==> src/rtl/ffseq_pkg.sv <==
// Shared types and constants of the flipbook frame sequencer.
`default_nettype none

package ffseq_pkg;

    localparam int UV_FRAC_BITS   = 16;
    localparam int AXIS_TILES_MAX = 64;

    localparam int ACC_W     = 16;
    localparam int SUM_W     = ACC_W + 1;
    localparam int CNT_W     = 12;
    localparam int N_W       = CNT_W + 1;
    localparam int BLEND_W   = 8;
    localparam int UV_W      = 17;
    localparam int CFG_TW    = 7;
    localparam int CFG_IDX_W = 3;
    localparam int CFG_DW    = 16;

    localparam int T_W     = $clog2(AXIS_TILES_MAX + 1);
    localparam int REC_IW  = (AXIS_TILES_MAX > 1) ? $clog2(AXIS_TILES_MAX) : 1;
    localparam int REC_S   = UV_FRAC_BITS + T_W + REC_IW;
    localparam int REC_W   = REC_S + 1;
    localparam int EDGE_SH = REC_S - UV_FRAC_BITS;
    localparam int MUL_AW  = N_W;
    localparam int PROD_W  = MUL_AW + REC_W;

    localparam int DIV_NW = 24;
    localparam int DIV_DW = 16;
    localparam int DIV_CW = 5;

    localparam logic [DIV_CW-1:0] ITER_STEPS = DIV_CW'(SUM_W);
    localparam logic [DIV_CW-1:0] ITER_MOD   = DIV_CW'(SUM_W + 1);
    localparam logic [DIV_CW-1:0] ITER_BLEND = DIV_CW'(BLEND_W + 1);

    localparam logic [CFG_IDX_W-1:0] CFG_FRAME_PERIOD = CFG_IDX_W'(0);
    localparam logic [CFG_IDX_W-1:0] CFG_TILES_X      = CFG_IDX_W'(1);
    localparam logic [CFG_IDX_W-1:0] CFG_TILES_Y      = CFG_IDX_W'(2);
    localparam logic [CFG_IDX_W-1:0] CFG_FLIP_H       = CFG_IDX_W'(3);
    localparam logic [CFG_IDX_W-1:0] CFG_FLIP_V       = CFG_IDX_W'(4);

    localparam logic [ACC_W-1:0]  PERIOD_RESET = ACC_W'(128);
    localparam logic [CFG_TW-1:0] TILES_RESET  = CFG_TW'(1);

    typedef struct packed {
        logic              start;
        logic [DIV_CW-1:0] iters;
        logic [DIV_NW-1:0] dividend;
        logic [DIV_DW-1:0] divisor;
    } t_div_req;

    typedef struct packed {
        logic [UV_W-1:0] left;
        logic [UV_W-1:0] right;
        logic [UV_W-1:0] top;
        logic [UV_W-1:0] bottom;
    } t_rect;

    typedef enum logic [3:0] {
        S_IDLE,
        S_TOTAL,
        S_STEPS,
        S_WRAP,
        S_MOD,
        S_BLEND_GO,
        S_BLEND,
        S_GY,
        S_GX,
        S_EL,
        S_ER,
        S_ET,
        S_EB,
        S_DONE
    } t_state;

endpackage

`default_nettype wire

==> src/rtl/ffseq_div.sv <==
// Shared radix-2 restoring divider with a per-request iteration count.
`default_nettype none

module ffseq_div import ffseq_pkg::*; (
    input  logic              i_clk,
    input  logic              i_rst_n,
    input  t_div_req          i_req,
    output logic [DIV_NW-1:0] o_quot,
    output logic [DIV_DW-1:0] o_rem,
    output logic              o_done
);

    localparam logic [DIV_CW-1:0] NW_C = DIV_CW'(DIV_NW);

    logic              r_busy;
    logic              r_done;
    logic [DIV_CW-1:0] r_cnt;
    logic [DIV_DW-1:0] r_rem;
    logic [DIV_NW-1:0] r_quo;
    logic [DIV_DW-1:0] r_dsr;

    logic [DIV_DW:0]   w_trial;
    logic              w_ge;
    logic [DIV_DW:0]   w_diff;

    assign w_trial = {r_rem, r_quo[DIV_NW-1]};
    assign w_ge    = w_trial >= {1'b0, r_dsr};
    assign w_diff  = w_trial - {1'b0, r_dsr};

    always_ff @(posedge i_clk) begin
        if (!i_rst_n) begin
            r_busy <= 1'b0;
            r_done <= 1'b0;
        end else begin
            r_done <= 1'b0;
            if (i_req.start) begin
                r_busy <= 1'b1;
            end else if (r_busy && r_cnt == DIV_CW'(1)) begin
                r_busy <= 1'b0;
                r_done <= 1'b1;
            end
        end
    end

    always_ff @(posedge i_clk) begin
        if (i_req.start) begin
            r_cnt <= i_req.iters;
            r_dsr <= i_req.divisor;
            r_rem <= DIV_DW'(i_req.dividend >> i_req.iters);
            r_quo <= i_req.dividend << (NW_C - i_req.iters);
        end else if (r_busy) begin
            r_cnt <= r_cnt - DIV_CW'(1);
            r_rem <= w_ge ? w_diff[DIV_DW-1:0] : w_trial[DIV_DW-1:0];
            r_quo <= {r_quo[DIV_NW-2:0], w_ge};
        end
    end

    assign o_quot = r_quo;
    assign o_rem  = r_rem;
    assign o_done = r_done;

endmodule

`default_nettype wire

==> src/rtl/flipbook_frame_sequencer_top.sv <==
// Flipbook frame sequencer: tile advance, crossfade weight and atlas rectangles.
// Usage: each transaction on the input channel (i_valid, o_stall, i_elapsed) is one
// display tick. The elapsed time is added to the time accumulator; whole frame
// periods are taken out and the tile counter advances by that many tiles, wrapping
// at tiles_x*tiles_y. One result transaction follows on the output channel
// (o_valid, i_stall) with the tile index, the blend weight and the current and
// next tile rectangles in Q1.16.
// The work is done by the shared one-bit-per-cycle divider (period division, tile
// wrap and blend weight) and by the single shared multiplier that walks the twelve
// geometry steps. o_stall is high while a tick is being worked on.
// The result sits in an output register; a stalled result holds while the next
// tick is computed, and the sequencer waits at its last step until it is taken.
// Configuration is written through i_cfg_we, i_cfg_idx and i_cfg_data; the user must
// write it only while idle, which the block itself does not enforce. Reset restores
// the register defaults and clears the accumulator, the tile counter and any
// pending result.
`default_nettype none

module flipbook_frame_sequencer_top import ffseq_pkg::*; (
    input  logic                 i_clk,
    input  logic                 i_rst_n,
    input  logic                 i_cfg_we,
    input  logic [CFG_IDX_W-1:0] i_cfg_idx,
    input  logic [CFG_DW-1:0]    i_cfg_data,
    input  logic                 i_valid,
    output logic                 o_stall,
    input  logic [ACC_W-1:0]     i_elapsed,
    output logic                 o_valid,
    input  logic                 i_stall,
    output logic [CNT_W-1:0]     o_tile_index,
    output logic [BLEND_W-1:0]   o_blend,
    output logic [UV_W-1:0]      o_cur_left,
    output logic [UV_W-1:0]      o_cur_right,
    output logic [UV_W-1:0]      o_cur_top,
    output logic [UV_W-1:0]      o_cur_bottom,
    output logic [UV_W-1:0]      o_nxt_left,
    output logic [UV_W-1:0]      o_nxt_right,
    output logic [UV_W-1:0]      o_nxt_top,
    output logic [UV_W-1:0]      o_nxt_bottom
);

    t_state r_state, n_state;

    logic [ACC_W-1:0]  r_period;
    logic [CFG_TW-1:0] r_tiles_x;
    logic [CFG_TW-1:0] r_tiles_y;
    logic              r_flip_h;
    logic              r_flip_v;

    logic [ACC_W-1:0]  r_acc;
    logic [CNT_W-1:0]  r_counter;

    logic [SUM_W-1:0]   r_sum;
    logic [SUM_W-1:0]   r_steps;
    logic [N_W-1:0]     r_total;
    logic [BLEND_W-1:0] r_blend;
    logic               r_sel;
    logic [T_W-1:0]     r_x;
    logic [T_W-1:0]     r_y;
    t_rect              r_cur_rect;
    t_rect              r_nxt_rect;
    t_rect              n_rect;

    logic               r_out_valid;
    logic [CNT_W-1:0]   r_out_tile;
    logic [BLEND_W-1:0] r_out_blend;
    t_rect              r_out_cur;
    t_rect              r_out_nxt;

    logic [ACC_W-1:0]  w_period;
    logic [T_W-1:0]    w_tx;
    logic [T_W-1:0]    w_ty;
    logic [REC_W-1:0]  w_recip [AXIS_TILES_MAX];
    logic [REC_W-1:0]  w_rec_tx;
    logic [REC_W-1:0]  w_rec_ty;
    logic [N_W-1:0]    w_n;
    logic [MUL_AW-1:0] w_mul_a;
    logic [REC_W-1:0]  w_mul_b;
    logic [PROD_W-1:0] w_prod;
    logic [UV_W-1:0]   w_edge;
    logic [N_W-1:0]    w_y_raw;
    logic [N_W-1:0]    w_x_raw;
    logic              w_wrap;
    logic [CNT_W-1:0]  w_cnt0;
    logic [SUM_W-1:0]  w_steps0;
    logic              w_out_free;

    t_div_req          w_div_req;
    logic [DIV_NW-1:0] w_div_quot;
    logic [DIV_DW-1:0] w_div_rem;
    logic              w_div_done;

    for (genvar g = 0; g < AXIS_TILES_MAX; g++) begin : g_recip
        localparam longint unsigned RV = ((longint'(1) << REC_S) + g) / (g + 1);
        assign w_recip[g] = REC_W'(RV);
    end

    always_comb begin
        if (r_tiles_x == '0) begin
            w_tx = T_W'(1);
        end else if (32'(r_tiles_x) > AXIS_TILES_MAX) begin
            w_tx = T_W'(AXIS_TILES_MAX);
        end else begin
            w_tx = T_W'(r_tiles_x);
        end
        if (r_tiles_y == '0) begin
            w_ty = T_W'(1);
        end else if (32'(r_tiles_y) > AXIS_TILES_MAX) begin
            w_ty = T_W'(AXIS_TILES_MAX);
        end else begin
            w_ty = T_W'(r_tiles_y);
        end
    end

    assign w_period = (r_period == '0) ? ACC_W'(1) : r_period;
    assign w_rec_tx = w_recip[REC_IW'(w_tx - T_W'(1))];
    assign w_rec_ty = w_recip[REC_IW'(w_ty - T_W'(1))];
    assign w_n      = r_sel ? ({1'b0, r_counter} + N_W'(1)) : {1'b0, r_counter};

    assign w_prod  = PROD_W'(w_mul_a) * PROD_W'(w_mul_b);
    assign w_edge  = w_prod[EDGE_SH +: UV_W];
    assign w_y_raw = w_prod[REC_S +: N_W];
    assign w_x_raw = w_n - w_prod[N_W-1:0];

    assign w_wrap   = ({1'b0, r_counter} + N_W'(1)) >= r_total;
    assign w_cnt0   = w_wrap ? '0 : r_counter;
    assign w_steps0 = w_wrap ? (r_steps - SUM_W'(1)) : r_steps;

    assign w_out_free = !r_out_valid || !i_stall;

    ffseq_div u_div (
        .i_clk   (i_clk),
        .i_rst_n (i_rst_n),
        .i_req   (w_div_req),
        .o_quot  (w_div_quot),
        .o_rem   (w_div_rem),
        .o_done  (w_div_done)
    );

    always_ff @(posedge i_clk) begin
        if (!i_rst_n) begin
            r_state <= S_IDLE;
        end else begin
            r_state <= n_state;
        end
    end

    always_comb begin
        n_state   = r_state;
        w_div_req = '0;
        w_mul_a   = '0;
        w_mul_b   = '0;
        n_rect    = r_sel ? r_nxt_rect : r_cur_rect;
        unique case (r_state)
            S_IDLE: begin
                if (i_valid) begin
                    n_state = S_TOTAL;
                end
            end
            S_TOTAL: begin
                w_mul_a            = MUL_AW'(w_tx);
                w_mul_b            = REC_W'(w_ty);
                w_div_req.start    = 1'b1;
                w_div_req.iters    = ITER_STEPS;
                w_div_req.dividend = (r_sum == '0) ? '0 : DIV_NW'(r_sum - SUM_W'(1));
                w_div_req.divisor  = w_period;
                n_state            = S_STEPS;
            end
            S_STEPS: begin
                if (w_div_done) begin
                    n_state = S_WRAP;
                end
            end
            S_WRAP: begin
                if (r_steps == '0) begin
                    n_state = S_BLEND_GO;
                end else begin
                    w_div_req.start    = 1'b1;
                    w_div_req.iters    = ITER_MOD;
                    w_div_req.dividend = DIV_NW'(w_cnt0) + DIV_NW'(w_steps0);
                    w_div_req.divisor  = DIV_DW'(r_total);
                    n_state            = S_MOD;
                end
            end
            S_MOD: begin
                if (w_div_done) begin
                    n_state = S_BLEND_GO;
                end
            end
            S_BLEND_GO: begin
                w_div_req.start    = 1'b1;
                w_div_req.iters    = ITER_BLEND;
                w_div_req.dividend = {r_acc, BLEND_W'(0)} - DIV_NW'(r_acc);
                w_div_req.divisor  = w_period;
                n_state            = S_BLEND;
            end
            S_BLEND: begin
                if (w_div_done) begin
                    n_state = S_GY;
                end
            end
            S_GY: begin
                w_mul_a = w_n;
                w_mul_b = w_rec_tx;
                n_state = S_GX;
            end
            S_GX: begin
                w_mul_a = MUL_AW'(r_y);
                w_mul_b = REC_W'(w_tx);
                n_state = S_EL;
            end
            S_EL: begin
                w_mul_a = MUL_AW'(r_x);
                w_mul_b = w_rec_tx;
                if (r_flip_h) begin
                    n_rect.right = w_edge;
                end else begin
                    n_rect.left = w_edge;
                end
                n_state = S_ER;
            end
            S_ER: begin
                w_mul_a = MUL_AW'(r_x) + MUL_AW'(1);
                w_mul_b = w_rec_tx;
                if (r_flip_h) begin
                    n_rect.left = w_edge;
                end else begin
                    n_rect.right = w_edge;
                end
                n_state = S_ET;
            end
            S_ET: begin
                w_mul_a = MUL_AW'(r_y);
                w_mul_b = w_rec_ty;
                if (r_flip_v) begin
                    n_rect.bottom = w_edge;
                end else begin
                    n_rect.top = w_edge;
                end
                n_state = S_EB;
            end
            S_EB: begin
                w_mul_a = MUL_AW'(r_y) + MUL_AW'(1);
                w_mul_b = w_rec_ty;
                if (r_flip_v) begin
                    n_rect.top = w_edge;
                end else begin
                    n_rect.bottom = w_edge;
                end
                n_state = r_sel ? S_DONE : S_GY;
            end
            S_DONE: begin
                if (w_out_free) begin
                    n_state = S_IDLE;
                end
            end
            default: begin
                n_state = S_IDLE;
            end
        endcase
    end

    always_ff @(posedge i_clk) begin
        if (!i_rst_n) begin
            r_period    <= PERIOD_RESET;
            r_tiles_x   <= TILES_RESET;
            r_tiles_y   <= TILES_RESET;
            r_flip_h    <= 1'b0;
            r_flip_v    <= 1'b0;
            r_acc       <= '0;
            r_counter   <= '0;
            r_out_valid <= 1'b0;
        end else begin
            if (i_cfg_we) begin
                unique case (i_cfg_idx)
                    CFG_FRAME_PERIOD: r_period  <= i_cfg_data;
                    CFG_TILES_X:      r_tiles_x <= i_cfg_data[CFG_TW-1:0];
                    CFG_TILES_Y:      r_tiles_y <= i_cfg_data[CFG_TW-1:0];
                    CFG_FLIP_H:       r_flip_h  <= i_cfg_data[0];
                    CFG_FLIP_V:       r_flip_v  <= i_cfg_data[0];
                    default: begin
                    end
                endcase
            end
            if (r_state == S_STEPS && w_div_done) begin
                r_acc <= (r_sum == '0) ? '0 : (w_div_rem + ACC_W'(1));
            end
            if (r_state == S_MOD && w_div_done) begin
                r_counter <= w_div_rem[CNT_W-1:0];
            end
            if (r_state == S_DONE && w_out_free) begin
                r_out_valid <= 1'b1;
            end else if (r_out_valid && !i_stall) begin
                r_out_valid <= 1'b0;
            end
        end
    end

    always_ff @(posedge i_clk) begin
        unique case (r_state)
            S_IDLE: begin
                if (i_valid) begin
                    r_sum <= {1'b0, r_acc} + {1'b0, i_elapsed};
                end
            end
            S_TOTAL: begin
                r_total <= w_prod[N_W-1:0];
            end
            S_STEPS: begin
                if (w_div_done) begin
                    r_steps <= w_div_quot[SUM_W-1:0];
                end
            end
            S_BLEND: begin
                if (w_div_done) begin
                    r_blend <= w_div_quot[BLEND_W-1:0];
                    r_sel   <= 1'b0;
                end
            end
            S_GY: begin
                r_y <= (w_y_raw >= N_W'(w_ty)) ? '0 : T_W'(w_y_raw);
            end
            S_GX: begin
                r_x <= (w_x_raw >= N_W'(w_tx)) ? '0 : T_W'(w_x_raw);
            end
            S_EL, S_ER, S_ET, S_EB: begin
                if (r_sel) begin
                    r_nxt_rect <= n_rect;
                end else begin
                    r_cur_rect <= n_rect;
                end
                if (r_state == S_EB) begin
                    r_sel <= 1'b1;
                end
            end
            S_DONE: begin
                if (w_out_free) begin
                    r_out_tile  <= r_counter;
                    r_out_blend <= r_blend;
                    r_out_cur   <= r_cur_rect;
                    r_out_nxt   <= r_nxt_rect;
                end
            end
            default: begin
            end
        endcase
    end

    assign o_stall      = r_state != S_IDLE;
    assign o_valid      = r_out_valid;
    assign o_tile_index = r_out_tile;
    assign o_blend      = r_out_blend;
    assign o_cur_left   = r_out_cur.left;
    assign o_cur_right  = r_out_cur.right;
    assign o_cur_top    = r_out_cur.top;
    assign o_cur_bottom = r_out_cur.bottom;
    assign o_nxt_left   = r_out_nxt.left;
    assign o_nxt_right  = r_out_nxt.right;
    assign o_nxt_top    = r_out_nxt.top;
    assign o_nxt_bottom = r_out_nxt.bottom;

endmodule

`default_nettype wire

==> config.mk <==
export PLATFORM = sky130hd
export DESIGN_NAME = flipbook_frame_sequencer_top
export DESIGN_NICKNAME = d
export VERILOG_FILES = /design/src/rtl/ffseq_pkg.sv /design/src/rtl/ffseq_div.sv /design/src/rtl/flipbook_frame_sequencer_top.sv
export SDC_FILE = /design/constraint.sdc
export NUM_CORES = 2
export LEC_CHECK = 0
export BUFFER_PORTS_ARGS = -buffer_cell sky130_fd_sc_hd__buf_2
export CORE_MARGIN = 2
export CORE_UTILIZATION = 35
export DETAILED_ROUTE_END_ITERATION = 6
export GPL_TIMING_DRIVEN = 0
export MAX_ROUTING_LAYER = met4
export PLACE_DENSITY = 0.59
export SYNTH_ARGS = -nofsm -noshare
export SYNTH_HDL_FRONTEND = slang
export SYNTH_SLANG_ARGS = --single-unit
==> constraint.sdc <==
create_clock -name i_clk -period 13.3 [get_ports i_clk]
set_input_delay 0.665 -clock i_clk [delete_from_list [all_inputs] [get_ports i_clk]]
set_output_delay 0.665 -clock i_clk [all_outputs]
set_load 0.05 [all_outputs]
Word level (Yosys, flattened, before mapping) --
Memories as Yosys holds them, arrays and structs flattened. Cells that the tools add are included.
Word-level totals: bits in read-only memories 3840, bits in latches 0, output and inout port bits 158, RAM bits 0, memories 2, word-level logic and storage cells 186, register bits 490, bits of input ports 40
Memories:
- (name not given) | words 64, width 30, read ports 1, clocked after memory_dff 0, write ports 0, RTL line flipbook_frame_sequencer_top.sv:117 | assign w_rec_ty = w_recip[REC_IW'(w_ty - T_W'(1))];
- (name not given) | words 64, width 30, read ports 1, clocked after memory_dff 0, write ports 0, RTL line flipbook_frame_sequencer_top.sv:116 | assign w_rec_tx = w_recip[REC_IW'(w_tx - T_W'(1))];
Operators by class: equal/unequal tests 24, $mul 1, bitwise logic cells 4, reductions and logical operators 38, order comparisons 8, add/sub/neg operators 15, divide/modulo/power cells 0, shifts and indexed selects 2, multiplexer cells 52
Operators with widths (count):
- $mux 17 | 9
- $pmux 46 s3 | 1
- $pmux 34 s2 | 2
- $mux 30 | 4
- $pmux 30 s4 | 1
- $mux 16 | 5
- $pmux 13 s6 | 1
- $mux 24 | 3
- $mux 68 | 1
- $pmux 4 s14 | 1
- $mux 46 | 1
- $mul 13x30->42 | 1
- $logic_not 17->1 | 2
- $mux 7 | 4
- $ge 13x7->1 | 2
- $eq 4x4->1 const B | 6
- $mux 4 | 6
- $shl 24x5->24 | 1
- $shr 24x5->16 | 1
- $sub 24x16->24 | 1
- $reduce_and 2->1 | 11
- $add 12x17->18 | 1
- $sub 17x1->18 const B | 1
- $add 16x16->17 | 1
- 43 further kinds | 77

Depth between registers and ports, before layout --
depth after elaboration 12, depth in mapped cells 51, depth with buffers taken out 45

By module --
A second synthesis with hierarchy kept.
Second synthesis, totals: cells, all modules 4658, area, all modules 43912.1 µm²
By module, submodules not included:
- flipbook_frame_sequencer_top | area each 38095.3 µm², seq. area each 12171.7 µm², cells each 4084, instances 1
- ffseq_div | area each 5816.8 µm², seq. area each 1871.8 µm², cells each 574, instances 1

Worst setup path after synthesis --
Ideal clock, no wire load.
kind flip-flop to flip-flop, start register r_tiles_x[2], end register r_y[4] (data pin), clock period less this slack 11.107 ns, path slack 2.193 ns, library setup time 0.182 ns, stages on the path, launching flop included 48, arrival time 10.925 ns, path buffers 7, cell sequence dfxtp_1 clkbuf_1 or4_1 o21ba_2 nor2_1 inv_1 clkbuf_1 ha_1 clkbuf_1 inv_1 ha_1 clkbuf_1 clkbuf_1 buf_1 clkbuf_1 mux2i_1 nor2_1 o311ai_0 [... 12 more ...] o21a_1 o221ai_1 or2_2 o311a_1 o21ai_1 a21oi_1 xor2_1 ha_1 nand2b_1 a21o_1 a21oi_1 nor2b_1 o21ai_0 nand2b_1 a21o_1 a211oi_1 nand4_1 nor4b_1
Between the ends: word-level cells in the longest chain between the ends 11
Ends and longest elaborated chain:
- start: declaration | RTL line flipbook_frame_sequencer_top.sv:45 | logic [CFG_TW-1:0] r_tiles_x;
- start signal: assignment | RTL line flipbook_frame_sequencer_top.sv:277 | CFG_TILES_X: r_tiles_x <= i_cfg_data[CFG_TW-1:0];
- $gt 7x7->1 | RTL line flipbook_frame_sequencer_top.sv:101 | end else if (32'(r_tiles_x) > AXIS_TILES_MAX) begin
- $mux 7 | RTL line flipbook_frame_sequencer_top.sv:101
- $mux 7 (*) | RTL line flipbook_frame_sequencer_top.sv:99 | if (r_tiles_x == '0) begin
- $sub 6x1->6 | RTL line flipbook_frame_sequencer_top.sv:116
- $not 6->7 (implied by the code) | RTL line flipbook_frame_sequencer_top.sv:116
- $mem_v2 64x30
- $mux 30 (implied by the code) (2 in series) | RTL line flipbook_frame_sequencer_top.sv:116
- $pmux 30 s4 | RTL line flipbook_frame_sequencer_top.sv:154 | unique case (r_state)
- $mul 13x30->42 (*) | RTL line flipbook_frame_sequencer_top.sv:120 | assign w_prod = PROD_W'(w_mul_a) * PROD_W'(w_mul_b);
- $ge 13x7->1 | RTL line flipbook_frame_sequencer_top.sv:321 | r_y <= (w_y_raw >= N_W'(w_ty)) ? '0 : T_W'(w_y_raw);
- end signal: assignment | RTL line flipbook_frame_sequencer_top.sv:321
- end: declaration | RTL line flipbook_frame_sequencer_top.sv:59 | logic [T_W-1:0] r_y;
Every way passes the cells marked *; elsewhere a longest branch is shown, timed or not. The select of a mux whose other input is x is not followed. A chain may end at the register's enable or synchronous reset.

Final worst setup path --
start register r_tiles_y[1], end register r_y[1] (data pin)
Between the ends: word-level cells in the longest chain between the ends 11
Ends and longest elaborated chain:
- start: declaration | RTL line flipbook_frame_sequencer_top.sv:46 | logic [CFG_TW-1:0] r_tiles_y;
- start signal: assignment | RTL line flipbook_frame_sequencer_top.sv:278 | CFG_TILES_Y: r_tiles_y <= i_cfg_data[CFG_TW-1:0];
- $gt 7x7->1 | RTL line flipbook_frame_sequencer_top.sv:108 | end else if (32'(r_tiles_y) > AXIS_TILES_MAX) begin
- $mux 7 | RTL line flipbook_frame_sequencer_top.sv:108
- $mux 7 (*) | RTL line flipbook_frame_sequencer_top.sv:106 | if (r_tiles_y == '0) begin
- $sub 6x1->6 | RTL line flipbook_frame_sequencer_top.sv:117
- $not 6->7 (implied by the code) | RTL line flipbook_frame_sequencer_top.sv:117
- $mem_v2 64x30
- $mux 30 (implied by the code) (2 in series) | RTL line flipbook_frame_sequencer_top.sv:117
- $pmux 30 s4 | RTL line flipbook_frame_sequencer_top.sv:154
- $mul 13x30->42 | RTL line flipbook_frame_sequencer_top.sv:120
- $ge 13x7->1 | RTL line flipbook_frame_sequencer_top.sv:321
Marked as above.

==> qor.txt <==
outcome -> finished with violations
violations in the final reports -> DRC
leakage power -> 19.0 nW
fin nets -> 5344
Die X -> 351 um
Core Util, Final -> 0.398
Clock Tree Buf Depth -> 3
Slew Limit Fails -> 0
Synth Cell Area -> 42000 um2
htree depth -> 2
Worst Setup End Kind -> register
syn nets -> 5076
minimum clock period -> 12.95 ns
via count -> 36500
Syn Area/Cell -> 9.33 um2
clock latency on the worst-skew pair -> 0.64 ns
max cap viols -> 0
Yosys top cell area share -> 0.302
Critical-path top delay cell -> fa_1
Critical Path Source Type -> register
sequential power share -> 0.431
Int Pwr -> 3.06 mW
number of global-route vias before repair -> 35900
Total Wirelength -> 157000 um
WP data required -> 13.67 ns
layout cells sized above 1 -> 0.0990
Yosys cell types -> 102
Core Region -> 119000 um2
number of DRC markers in iteration 0 -> 3464
final setup TNS -> 0 ns
clock sinks -> 490
Clk pwr share -> 0.362
first-pass GRT wire length -> 234000 um
EDFF count, synth -> 423
row cnt -> 127
Syn Inst Count -> 4506
ys async rst share -> 0
DP HPWL -> 122000 um
hold path start -> i_cfg_data[11]
sw frac -> 0.310
Slew HR -> 0.122
root buffer cell -> clkbuf_16
register area share after synthesis -> 0.334
Reg-to-Reg Start -> r_tiles_y[1]
GRT Overall Usage -> 0.259
total gr overflow -> 0
critical path type -> reg2reg
CP arrival -> 13.32 ns
Hold Crit Class -> in2reg
Clock Skew -> 0.0202 ns
critical path startpoint -> r_tiles_y[1]
TritonRoute pass-1 iters -> 7
Area Growth Syn to Fin -> 13.1%
register bit total from synthesis -> 490
worst vdd ir -> 122 uV
gpl congestion -> 0.985
fin crit share -> 0.974
clock-pin slew on the worst setup and hold paths -> 0.06 ns
CTS tree -> done
Highest Clock Rate -> 77.2 MHz
die area -> 123000 um2
antenna-violating nets left -> 0
die height -> 351 um
Initial Util -> 0.352
largest cells by area after synthesis -> edfxtp_1 30%, fa_1 15%, ha_1 6.5%
worst slew pin tran -> 1.31 ns
Fin. Hold Viols -> 0
CP Max Fanout -> 10
Worst path max stage delay -> 0.58 ns
number of vias per cell -> 5.67
hold_buf cts -> 0
crit-path most repeated cell -> fa_1
WL/cell -> 24.4 um
I/O pins -> 198
port buffer count -> 196
most used flip-flop cell after synthesis -> edfxtp_1
Comb pwr share -> 0.208
CP top delay family -> adder cells
cell with the most instances after synthesis -> nand2_1
Yosys top cell by area -> edfxtp_1
Synth top cells by count -> 564 x nand2_1, 451 x inv_1, 423 x edfxtp_1
Num CTS Buffers -> 53
CP Buf/Inv Count -> 9
# DRC -> 4
Syn. warnings -> 0
largest net degree at the start of global routing -> 50
NetSw -> 1.38 mW
pwr dens -> 93.2 nW/um2
antenna violations before repair -> 2
# setup viols final -> 0
-- final cells by class --
type | instances | area (um2)
antenna | 1 | 2.50
buffer | 246 | 1050
clock buffer | 66 | 1440
clock inverter | 34 | 460
fill | 12100 | 72000
inverter | 458 | 1720
multi-input combinational | 3305 | 25500
sequential | 490 | 14000
tap | 1612 | 2020
timing repair buffer | 220 | 1290
-- per-layer routing --
metal | part of all wire | wire length, um | vias to the layer above | track usage
met1 | 0.43 | 68000 | 18200 | 0.346
met3 | 0.074 | 11600 | 307 | 0.0347
met5 | 0 | 0 | - | -
met4 | 0.034 | 5360 | 0 | 0.0794
met2 | 0.46 | 71800 | 1656 | 0.408
li1 | - | - | 16300 | -
-- cell families after synthesis --
| family | synth area share |
|---|---|
| flops | 0.334 |
| buf+inv | 0.0656 |
| mux | 0.0309 |
| compound gates | 0.165 |
| simple gates | 0.155 |
| fa+ha+maj | 0.213 |
| xor+xnor | 0.0366 |
-- cell usage in the layout (no fill, tap or decap), types with 72 or more instances in the layout --
| cell | instances |
|---|---|
| nand2_1 | 563 |
| inv_1 | 450 |
| edfxtp_1 | 423 |
| fa_1 | 311 |
| nor2_1 | 310 |
| o21ai_0 | 277 |
| a21oi_1 | 230 |
| buf_2 | 219 |
| ha_1 | 218 |
| clkbuf_1 | 182 |
| xnor2_1 | 111 |
| and2_1 | 108 |
| mux2i_1 | 96 |
| nor3_1 | 86 |
| nand3_1 | 72 |
-- power by group through the flow --
stage / logic, mW / registers, mW / clock network (mW)
after floorplan: 0.623 / 1.88 / 0
after global placement: 0.884 / 1.94 / 0
after detailed placement: 0.888 / 1.94 / 0
after CTS: 0.897 / 1.91 / 1.63
after global routing: 0.995 / 1.92 / 1.68
final: 0.920 / 1.91 / 1.60
-- tightest hold or removal path: stages --
cell and delay [ns]:
buf_2 0.10, nand2_1 0.04, a21boi_0 0.06
-- worst paths after layout --
path	to	slack, ns	cells after the start
setup / recovery	r_y[1]	0.35	45
hold / removal	r_period[11]	0.28	3
setup reg to reg	r_y[1]	0.35	45
hold reg to reg	o_blend[1]	0.42	0
-- metrics by stage --
step,area [um2],power (mW),worst slack (ns),instances,hold slack [ns]
6_report,47500,4.43,0.351,6432,0.283
5_1_grt,47500,4.59,-0.00985,6432,0.285
4_1_cts,47400,4.43,0.00833,6431,0.254
3_5_place_dp,45300,2.83,-2.20,6327,0.407
3_3_place_gp,45000,2.83,-3.08,6314,0.402
2_1_floorplan,42000,2.50,2.19,4506,0.400
-- what timing repair did --
| action | 4_1_cts | 5_1_grt |
|---|---|---|
| setup endpoints to repair | 29 | 7 |
| buffers inserted | 5 | 6 |
| gates resized for setup | 51 | 35 |
| pin swaps | 5 | 5 |
| endpoints found under the hold margin | 0 | 0 |
(Power assumes the default switching activity.)
